===== config.mk =====
export PLATFORM = sky130hd
export DESIGN_NAME = tps_norm
export DESIGN_NICKNAME = d
export VERILOG_FILES = /design/src/rtl/trapezoidal_pulse_shaper_assert.svh /design/src/rtl/tps_pkg.sv /design/src/rtl/tps_norm.sv
export SDC_FILE = /design/constraint.sdc
export NUM_CORES = 1
export LEC_CHECK = 0
export BUFFER_PORTS_ARGS = -buffer_cell sky130_fd_sc_hd__buf_2
export CAP_MARGIN = 20
export CORE_MARGIN = 2
export CORE_UTILIZATION = 65
export CTS_CLUSTER_DIAMETER = 80
export DETAILED_ROUTE_END_ITERATION = 10
export HOLD_SLACK_MARGIN = 0.1
export PLACE_DENSITY = 0.93
export SKIP_CTS_REPAIR_TIMING = 1
export SLEW_MARGIN = 10
export SYNTH_ARGS = -nofsm -noshare
export SYNTH_HDL_FRONTEND = slang
export SYNTH_SLANG_ARGS = --single-unit

===== constraint.sdc =====
create_clock -name clk -period 9.75 [get_ports clk]
set_input_delay 1.95 -clock clk [delete_from_list [all_inputs] [get_ports clk]]
set_output_delay 1.95 -clock clk [all_outputs]
set_load 0.005 [all_outputs]

===== src/rtl/trapezoidal_pulse_shaper_assert.svh =====
// ----------------------------------------------------------------------------
// Assertion macros for the trapezoidal pulse shaper
// Concurrent checks that compile to nothing when SYNTHESIS is defined.
// ----------------------------------------------------------------------------
`ifndef TRAPEZOIDAL_PULSE_SHAPER_ASSERT_SVH
`define TRAPEZOIDAL_PULSE_SHAPER_ASSERT_SVH

`ifndef SYNTHESIS
// Property must hold at every clock edge outside reset
`define TPS_ASSERT(name, clk, rst, prop) \
  name: assert property (@(posedge clk) disable iff (rst) prop) \
    else $error("tps assertion failed");
// Expression must never be true outside reset
`define TPS_ASSERT_NEVER(name, clk, rst, expr) \
  name: assert property (@(posedge clk) disable iff (rst) !(expr)) \
    else $error("tps forbidden condition seen");
`else
`define TPS_ASSERT(name, clk, rst, prop)
`define TPS_ASSERT_NEVER(name, clk, rst, expr)
`endif

`endif


===== src/rtl/tps_pkg.sv =====
// ----------------------------------------------------------------------------
// Trapezoidal pulse shaper package
// Register indexes, field widths, reset values and shared types.
// ----------------------------------------------------------------------------
`timescale 1ns / 1ps

package tps_pkg;

  // Configuration port
  localparam int CFG_IDX_W  = 2;
  localparam int CFG_DATA_W = 17;

  localparam logic [CFG_IDX_W-1:0] REG_RISE_LEN   = 2'd0;
  localparam logic [CFG_IDX_W-1:0] REG_FLAT_LEN   = 2'd1;
  localparam logic [CFG_IDX_W-1:0] REG_NORM_RECIP = 2'd2;

  // Register widths and reset values
  localparam int RISE_W  = 10;
  localparam int FLAT_W  = 10;
  localparam int RECIP_W = 17;

  localparam logic [RISE_W-1:0]  RISE_LEN_RST   = 10'd64;
  localparam logic [FLAT_W-1:0]  FLAT_LEN_RST   = 10'd32;
  localparam logic [RECIP_W-1:0] NORM_RECIP_RST = 17'd1024;

  // Result fields
  localparam int SHAPED_W   = 16;
  localparam int SUM_W      = 24;
  localparam int SHAPED_MAX = 32767;
  localparam int SHAPED_MIN = -32768;
  localparam int SUM_MAX    = 8388607;
  localparam int SUM_MIN    = -8388608;

  // Q16 gain: round half up before dropping the fraction
  localparam int FRAC_BITS  = 16;
  localparam int ROUND_HALF = 32768;

  // Number of delayed taps per sample
  localparam int NUM_TAPS = 3;

  // Side information that travels with the tap data
  typedef struct packed {
    logic                start;
    logic [NUM_TAPS-1:0] tap_ok;
  } tps_stage_t;

endpackage


===== src/rtl/tps_norm.sv =====
// ----------------------------------------------------------------------------
// Output normalization
// Multiplies the running sum by the Q16 gain, rounds half up, saturates to
// 16 bits and holds the result for the output channel.
// ----------------------------------------------------------------------------
`timescale 1ns / 1ps

module tps_norm
  import tps_pkg::*;
(
  input  logic                       clk,
  input  logic                       rst,
  input  logic                       in_valid,
  output logic                       in_ready,
  input  logic signed [SUM_W-1:0]    sum,
  input  logic [RECIP_W-1:0]         norm_recip,
  output logic                       out_valid,
  input  logic                       out_ready,
  output logic signed [SHAPED_W-1:0] shaped,
  output logic signed [SUM_W-1:0]    raw_sum
);

  localparam int PROD_W = SUM_W + RECIP_W + 1;

  localparam logic signed [PROD_W-1:0] Q_MAX = PROD_W'(SHAPED_MAX);
  localparam logic signed [PROD_W-1:0] Q_MIN = PROD_W'(SHAPED_MIN);

  logic                     prod_valid;
  logic signed [PROD_W-1:0] prod;
  logic signed [SUM_W-1:0]  prod_sum;
  logic signed [PROD_W-1:0] rnd;
  logic signed [PROD_W-1:0] q;
  logic signed [SHAPED_W-1:0] q_sat;
  logic                     out_free;

  assign out_free = !out_valid || out_ready;
  assign in_ready = !prod_valid || out_free;

  // Multiply stage
  always_ff @(posedge clk) begin
    if (rst) begin
      prod_valid <= 1'b0;
    end else if (in_ready) begin
      prod_valid <= in_valid;
    end
  end

  always_ff @(posedge clk) begin
    if (in_valid && in_ready) begin
      prod     <= sum * $signed({1'b0, norm_recip});
      prod_sum <= sum;
    end
  end

  // Round half up, drop the fraction, saturate
  always_comb begin
    rnd = prod + PROD_W'(ROUND_HALF);
    q   = rnd >>> FRAC_BITS;
    if (q > Q_MAX) begin
      q_sat = SHAPED_W'(SHAPED_MAX);
    end else if (q < Q_MIN) begin
      q_sat = SHAPED_W'(SHAPED_MIN);
    end else begin
      q_sat = SHAPED_W'(q);
    end
  end

  // Result register
  always_ff @(posedge clk) begin
    if (rst) begin
      out_valid <= 1'b0;
    end else if (out_free) begin
      out_valid <= prod_valid;
    end
  end

  always_ff @(posedge clk) begin
    if (prod_valid && out_free) begin
      shaped  <= q_sat;
      raw_sum <= prod_sum;
    end
  end

endmodule


==> out/metrics.json, run 1 <==
{
  "finish": {
    "proportion_of_layout_cells_with_a_drive_suffix_above_1": 0.0786,
    "design.final.nets": 2359,
    "area_growth_pct": 5.32
  },
  "grt": {
    "grt_usage": 0.318,
    "first_global_vias": 14200,
    "largest_net_degree_at_the_start_of_global_routing": 52,
    "globalRouteOverflowTotal": 0,
    "antenna_violations_before_repair": 1,
    "grt_first_pass_wirelength_mm": 69.8
  },
  "sta": {
    "final_min_period_over_clock_period": 0.829,
    "rsz0062_at_grt": "false",
    "report.final.hold_viol_count": 0,
    "postLayoutSetupSlackWorst_ns": 1.66,
    "timing.setup.tns_ns": 0,
    "slew_headroom": 0.200,
    "final.hold.worst_slack_ns": 0.422,
    "clock.fmax_mhz": 124,
    "final.min_clock_period_ns": 8.09,
    "final-setup-viol-count": 0,
    "final-max-slew-violation-count": 0,
    "worst_clock_skew_ns": 0.0109,
    "timing_worst_slew_pin_value_ns": 1.17
  },
  "place": {
    "placement.setup.worst_slack_ns": 1.42,
    "place_congestion": 0.992,
    "io_buffers": 86,
    "dpl.hpwl_mm": 33.0
  },
  "drt": {
    "detailedRoute.firstIterationViolations": 872,
    "remaining_drc_errors": 0,
    "num_vias": 12500,
    "wl_per_cell_um": 19.5,
    "drt_pre_antenna_iters": 7,
    "post_drt_via_cell_ratio": 5.79,
    "drtAntennaViolNets": 0,
    "wirelength_mm": 42.1
  },
  "synth": {
    "post_synth.cell_area_avg_um2": 10.0,
    "ys.flop_type": "edfxtp_1",
    "synthMostInstantiatedCell": "inv_1",
    "synth_top_cells_by_area": "fa_1 (45%), edfxtp_1 (15%), inv_1 (9.4%), ha_1 (7.0%), and2_1 (6.9%)",
    "post_synthesis_net_count": 2323,
    "synth_commonest_cells": "inv_1 (446), fa_1 (399), nand2_1 (227), and2_1 (198), ha_1 (100)",
    "synth_top_area_share": 0.447,
    "post_synth_inst_count": 1779,
    "syn-cell-area_um2": 17900,
    "synth_top_area_cell": "fa_1",
    "synth_cell_types": 61,
    "synth_seq_area_share": 0.155,
    "yosys_reg_bits": 93,
    "ys.warnings.count": 0,
    "synthArstFlopShare": 0,
    "number_of_flops_mapped_to_enable_cells_by_yosys": 91
  },
  "floorplan": {
    "die_h_um": 170,
    "fp.coreArea_um2": 27000,
    "initial_utilization": 0.662,
    "design.portCount": 87,
    "row_count": 60,
    "die-area_um2": 28800,
    "fp.dieW_um": 170
  },
  "critical_path": {
    "setup.worst_path.end_class": "register",
    "reg2reg_from": "prod[17]",
    "timing.reg2reg.worst_path_depth": 9,
    "rrSetupSlack_ns": 6.65,
    "crit_arrival_ns": 8.19,
    "critical_path.reg2reg.endpoint": "shaped[7]",
    "critPathRequiredTime_ns": 9.86,
    "highest_net_fanout_along_the_worst_path": 24,
    "cp-start-kind": "input pin",
    "setup.worst_path.class": "input pin to register"
  },
  "clock_network": {
    "htree_num_levels": 3,
    "cts.sinks": 93,
    "tritoncts_clock_tree": "yes",
    "cts_made_buffers": 9,
    "source_to_sink_clock_delay_at_the_later_pin_of_the_worst_skew_pair_ns": 0.36,
    "clk_pin_slew_worst_paths_ns": 0.08,
    "clockBufferDepth": 2,
    "root_buffer": "clkbuf_16"
  },
  "status": {
    "status": "completed"
  },
  "min_path": {
    "min_delay_path_depth": 0,
    "worstHoldPathType": "register to register",
    "hold_path_startpoint": "prod_sum[22]",
    "hold_end": "raw_sum[22]"
  },
  "run": {
    "max-cap-violations": 0
  }
}
layout make-up:
cell class,count,area (µm²)
flip-flops and latches,93,2770
clock inverters,7,88.8
well taps,341,427
inverters,448,1680
repair buffers,88,465
fillers,1817,8150
multi-input cells,1175,13100
clock buffers,9,225
diodes,1,2.50
kinds of logic (layout without fill, tap and decap cells):
kind of cell / after synthesis / after routing / synth area share
buf+inv: 511 / 552 / 0.109
mux: 3 / 3 / 0.00175
compound gates: 99 / 99 / 0.0387
simple gates: 523 / 523 / 0.152
flops: 93 / 93 / 0.155
xor+xnor: 51 / 51 / 0.0254
other cells: 0 / 1 / 0
fa+ha+maj: 499 / 499 / 0.518
through the flow:
step / instances / util / cell area [µm²]
6_report: 2162 / 0.698 / 18800
5_1_grt: 2162 / 0.698 / 18800
4_1_cts: 2160 / 0.697 / 18800
3_5_place_dp: 2144 / 0.685 / 18500
3_3_place_gp: 2144 / 0.685 / 18500
2_1_floorplan: 1779 / - / 17900
worst max-delay path by stage:
stage	from	end	slack, ns	cells after the start
6_report	norm_recip[8]	prod[27]	1.66	22
5_1_grt	norm_recip[9]	prod[39]	1.37	21
3_3_place_gp	norm_recip[11]	prod[41]	1.61	21
2_1_floorplan	norm_recip[11]	prod[41]	2.01	21
3_5_place_dp	norm_recip[8]	prod[27]	1.42	22
4_1_cts	norm_recip[9]	prod[39]	1.72	21
metal layers:
layer	part of all wire	wire length [µm]	up-vias	GRT usage
met2	0.51	21700	627	0.558
met3	0.078	3290	176	0.0469
met5	0	0	-	0
li1	-	-	5319	-
met4	0.053	2230	0	0.160
met1	0.35	15000	6391	0.385
state kept, by name (all words and copies together) (netlist names):
name        cells
out_valid       1
prod           27
prod_sum       24
prod_valid      1
raw_sum        24
shaped         16
cell usage in the layout (no fill, tap or decap), types with 3 or more instances in the layout:
master | synthesis | final
xor2_1 | 22 | 22
a211oi_1 | 4 | 4
a21oi_1 | 25 | 25
xnor2_1 | 28 | 28
nand4_1 | 6 | 6
buf_2 | 0 | 86
o21bai_1 | 3 | 3
nand2_2 | 3 | 3
inv_1 | 446 | 446
a22oi_1 | 3 | 3
o21ai_1 | 6 | 6
and3_1 | 3 | 3
and2_1 | 198 | 197
clkinv_8 | 0 | 3
nand2_1 | 227 | 227
nand3_1 | 15 | 15
edfxtp_1 | 91 | 91
o21a_1 | 5 | 5
o21ai_0 | 13 | 13
o21ai_2 | 10 | 10
nor2_1 | 29 | 29
fa_1 | 399 | 399
and4_4 | 3 | 3
or3_1 | 3 | 3
nor2b_1 | 6 | 5
a21o_1 | 12 | 12
ha_1 | 100 | 100
and4_1 | 3 | 3
nand2b_1 | 8 | 8
clkbuf_16 | 0 | 9
nor3_1 | 4 | 4
critical path, stage by stage:
cell and delay, ns:
buf_2 0.29, and2_1 0.25, fa_1 0.54, inv_1 0.06
fa_1 0.55, fa_1 0.43, fa_1 0.50, inv_1 0.07
fa_1 0.55, inv_1 0.07, fa_1 0.55, inv_1 0.05
ha_1 0.33, a21o_1 0.17, a21o_1 0.20, a21o_1 0.18
a21oi_1 0.16, nor2b_1 0.09, o41a_1 0.44, o41a_1 0.41
a31oi_1 0.25, xnor2_1 0.09
Power of run 1 is left out: the tool's default activity adds up to more than one toggle a clock period on the data nets, which glitch-free logic cannot reach.
==> inputs of run 2 (changes only) <==
- clock period: 9.75 -> 7.5 ns (I/O delays scaled with it)
==> out/metrics.json, run 2 (synthesis gave the netlist of run 1 again) <==
{
  "critical_path": {
    "critPathRequiredTime": {"value": 7.61, "unit": "ns", "change": "was 9.86 ns"},
    "cp-start-kind": {"value": "input pin", "change": "unchanged"},
    "setup.worst_path.end_class": {"value": "register", "change": "unchanged"},
    "critPathMostFrequentCell": {"value": "fa_1", "change": "unchanged"},
    "crit_path_top_delay_cell": {"value": "fa_1", "change": "unchanged"},
    "setup.worst_path.class": {"value": "input pin to register", "change": "unchanged"},
    "critical_path_buf_inv_count": {"value": 5, "change": "unchanged"},
    "cpPeakStageDelay": {"value": 0.55, "unit": "ns", "change": "about the same"},
    "cpLargestDelayFamily": {"value": "adder cells", "change": "unchanged"},
    "highest_net_fanout_along_the_worst_path": {"value": 14, "change": "was 24"},
    "crit_arrival": {"value": 7.43, "unit": "ns", "change": "was 8.19 ns"},
    "path_cells": {"value": "clkbuf_4 -> and2_1 -> fa_1 -> inv_1 -> fa_1 -> fa_1 -> inv_1 -> fa_1 -> fa_1 -> inv_1 -> fa_1 -> inv_1 -> ha_1 -> a211oi_2 -> o21ai_1 -> a221o_1 -> and3b_2 -> o211a_4 -> nor3_2 -> or3_4 -> a21oi_2 -> xnor2_1", "change": "was buf_2 -> and2_1 -> fa_1 -> inv_1 -> fa_1 -> fa_1 -> fa_1 -> inv_1 -> fa_1 -> inv_1 -> fa_1 -> inv_1 -> ha_1 -> a21o_1 -> a21o_1 -> a21o_1 -> a21oi_1 -> nor2b_1 -> o41a_1 -> o41a_1 -> a31oi_1 -> xnor2_1"}
  },
  "grt": {
    "antenna_violations_before_repair": {"value": 3, "change": "was 1"},
    "largest_net_degree_at_the_start_of_global_routing": {"value": 52, "change": "unchanged"},
    "globalRouteOverflowTotal": {"value": 0, "change": "unchanged"},
    "grt_usage": {"value": 0.334, "change": "was 0.318"},
    "first_global_vias": {"value": 14900, "change": "was 14200"},
    "grt_first_pass_wirelength": {"value": 73.1, "unit": "mm", "change": "was 69.8 mm"}
  },
  "sta": {
    "final_min_period_over_clock_period": 0.975,
    "final-setup-viol-count": {"value": 0, "change": "unchanged"},
    "rsz0062_at_grt": {"value": "false", "change": "unchanged"},
    "slew_headroom": {"value": 0.399, "change": "was 0.200"},
    "clock.fmax_mhz": 137,
    "final.min_clock_period_ns": 7.31,
    "timing_worst_slew_pin_value": {"value": 0.892, "unit": "ns", "change": "was 1.17 ns"},
    "timing.setup.tns": {"value": 0, "unit": "ns", "change": "unchanged"},
    "report.final.hold_viol_count": {"value": 0, "change": "unchanged"},
    "worst_clock_skew": {"value": 0.00886, "unit": "ns", "change": "was 0.0109 ns"},
    "postLayoutSetupSlackWorst": {"value": 0.187, "unit": "ns", "change": "was 1.66 ns"},
    "final-max-slew-violation-count": {"value": 0, "change": "unchanged"}
  },
  "clock_network": {
    "cts_made_buffers": {"value": 9, "change": "unchanged"},
    "tritoncts_clock_tree": {"value": "yes", "change": "unchanged"},
    "clockBufferDepth": {"value": 2, "change": "unchanged"},
    "root_buffer": {"value": "clkbuf_16", "change": "unchanged"},
    "cts.sinks": {"value": 93, "change": "unchanged"},
    "source_to_sink_clock_delay_at_the_later_pin_of_the_worst_skew_pair": {"value": 0.36, "unit": "ns", "change": "about the same"},
    "clk_pin_slew_worst_paths": {"value": 0.08, "unit": "ns", "change": "about the same"},
    "htree_num_levels": {"value": 3, "change": "unchanged"}
  },
  "finish": {
    "largest_register_ff_count": {"value": 27, "change": "unchanged"},
    "area_growth": {"value": 9.22, "unit": "%", "change": "was 5.32%"},
    "layout_common_cells": {"value": "inv_1 (446), fa_1 (398), nand2_1 (227)", "change": "was inv_1 (446), fa_1 (399), nand2_1 (227)"},
    "layout_top_registers": {"value": "prod x27, prod_sum x24, raw_sum x24", "change": "unchanged"},
    "design.final.nets": {"value": 2449, "change": "was 2359"},
    "mostFrequentLayoutCell": {"value": "inv_1", "change": "unchanged"},
    "registers.top_by_ff_count": {"value": "prod", "change": "unchanged"},
    "proportion_of_layout_cells_with_a_drive_suffix_above_1": {"value": 0.124, "change": "was 0.0786"}
  },
  "min_path": {
    "worstHoldPathType": {"value": "register to register", "change": "unchanged"}
  },
  "place": {
    "placement.setup.worst_slack": {"value": -0.183, "unit": "ns", "change": "was 1.42 ns"},
    "io_buffers": {"value": 86, "change": "unchanged"},
    "place_congestion": {"value": 0.930, "change": "was 0.992"},
    "dpl.hpwl": {"value": 37.1, "unit": "mm", "change": "was 33.0 mm"}
  },
  "floorplan": {
    "die_h": {"value": 170, "unit": "µm", "change": "unchanged"},
    "die-area": {"value": 28800, "unit": "µm²", "change": "unchanged"},
    "row_count": {"value": 60, "change": "unchanged"},
    "fp.dieW": {"value": 170, "unit": "µm", "change": "unchanged"},
    "design.portCount": {"value": 87, "change": "unchanged"},
    "fp.coreArea": {"value": 27000, "unit": "µm²", "change": "unchanged"},
    "initial_utilization": {"value": 0.662, "change": "unchanged"}
  },
  "drt": {
    "num_vias": {"value": 13000, "change": "was 12500"},
    "wl_per_cell": {"value": 19.9, "unit": "µm", "change": "was 19.5 µm"},
    "post_drt_via_cell_ratio": {"value": 5.78, "change": "was 5.79"},
    "drt_pre_antenna_iters": {"value": 8, "change": "was 7"},
    "wirelength": {"value": 44.9, "unit": "mm", "change": "was 42.1 mm"},
    "detailedRoute.firstIterationViolations": {"value": 1041, "change": "was 872"},
    "drtAntennaViolNets": {"value": 0, "change": "unchanged"},
    "remaining_drc_errors": {"value": 0, "change": "unchanged"}
  },
  "run": {
    "max-cap-violations": {"value": 0, "change": "unchanged"}
  },
  "status": {
    "status": {"value": "completed", "change": "unchanged"}
  }
}
## run 2: layout make-up
| type | instances | area [µm²] |
|---|---|---|
| multi-input cells | 1175 | 13200 |
| fillers | 1711 | 7450 |
| flip-flops and latches | 93 | 2770 |
| inverters | 448 | 1680 |
| repair buffers | 178 | 1150 |
| well taps | 341 | 427 |
| clock buffers | 9 | 225 |
| clock inverters | 7 | 88.8 |
| diodes | 2 | 5.00 |
## run 2: path summary, 6_finish.rpt
check / from / endpoint / slack (ns) / cells after the start
worst max-delay path: norm_recip[3] / prod[39] / 0.19 / 22
worst min-delay path: prod_sum[17] / raw_sum[17] / 0.42 / 0
worst max register to register: prod[22] / shaped[1] / 4.55 / 9
worst min register to register: prod_sum[17] / raw_sum[17] / 0.42 / 0
## run 2: per-stage QoR
step	hold WS [ns]	utilization	cell area, µm²	cells
2_1_floorplan	0.400	-	17900	1779
3_3_place_gp	0.402	0.710	19100	2234
3_5_place_dp	0.405	0.710	19100	2234
4_1_cts	0.422	0.722	19400	2250
5_1_grt	0.437	0.723	19500	2253
6_report	0.416	0.723	19500	2253
## run 2: layer usage
layer / GRT usage / wire [µm]
met1: 0.382 / 15500
met2: 0.586 / 22900
met3: 0.0639 / 3790
met4: 0.197 / 2720
met5: 0 / 18
Power of run 2 is left out for the same reason.
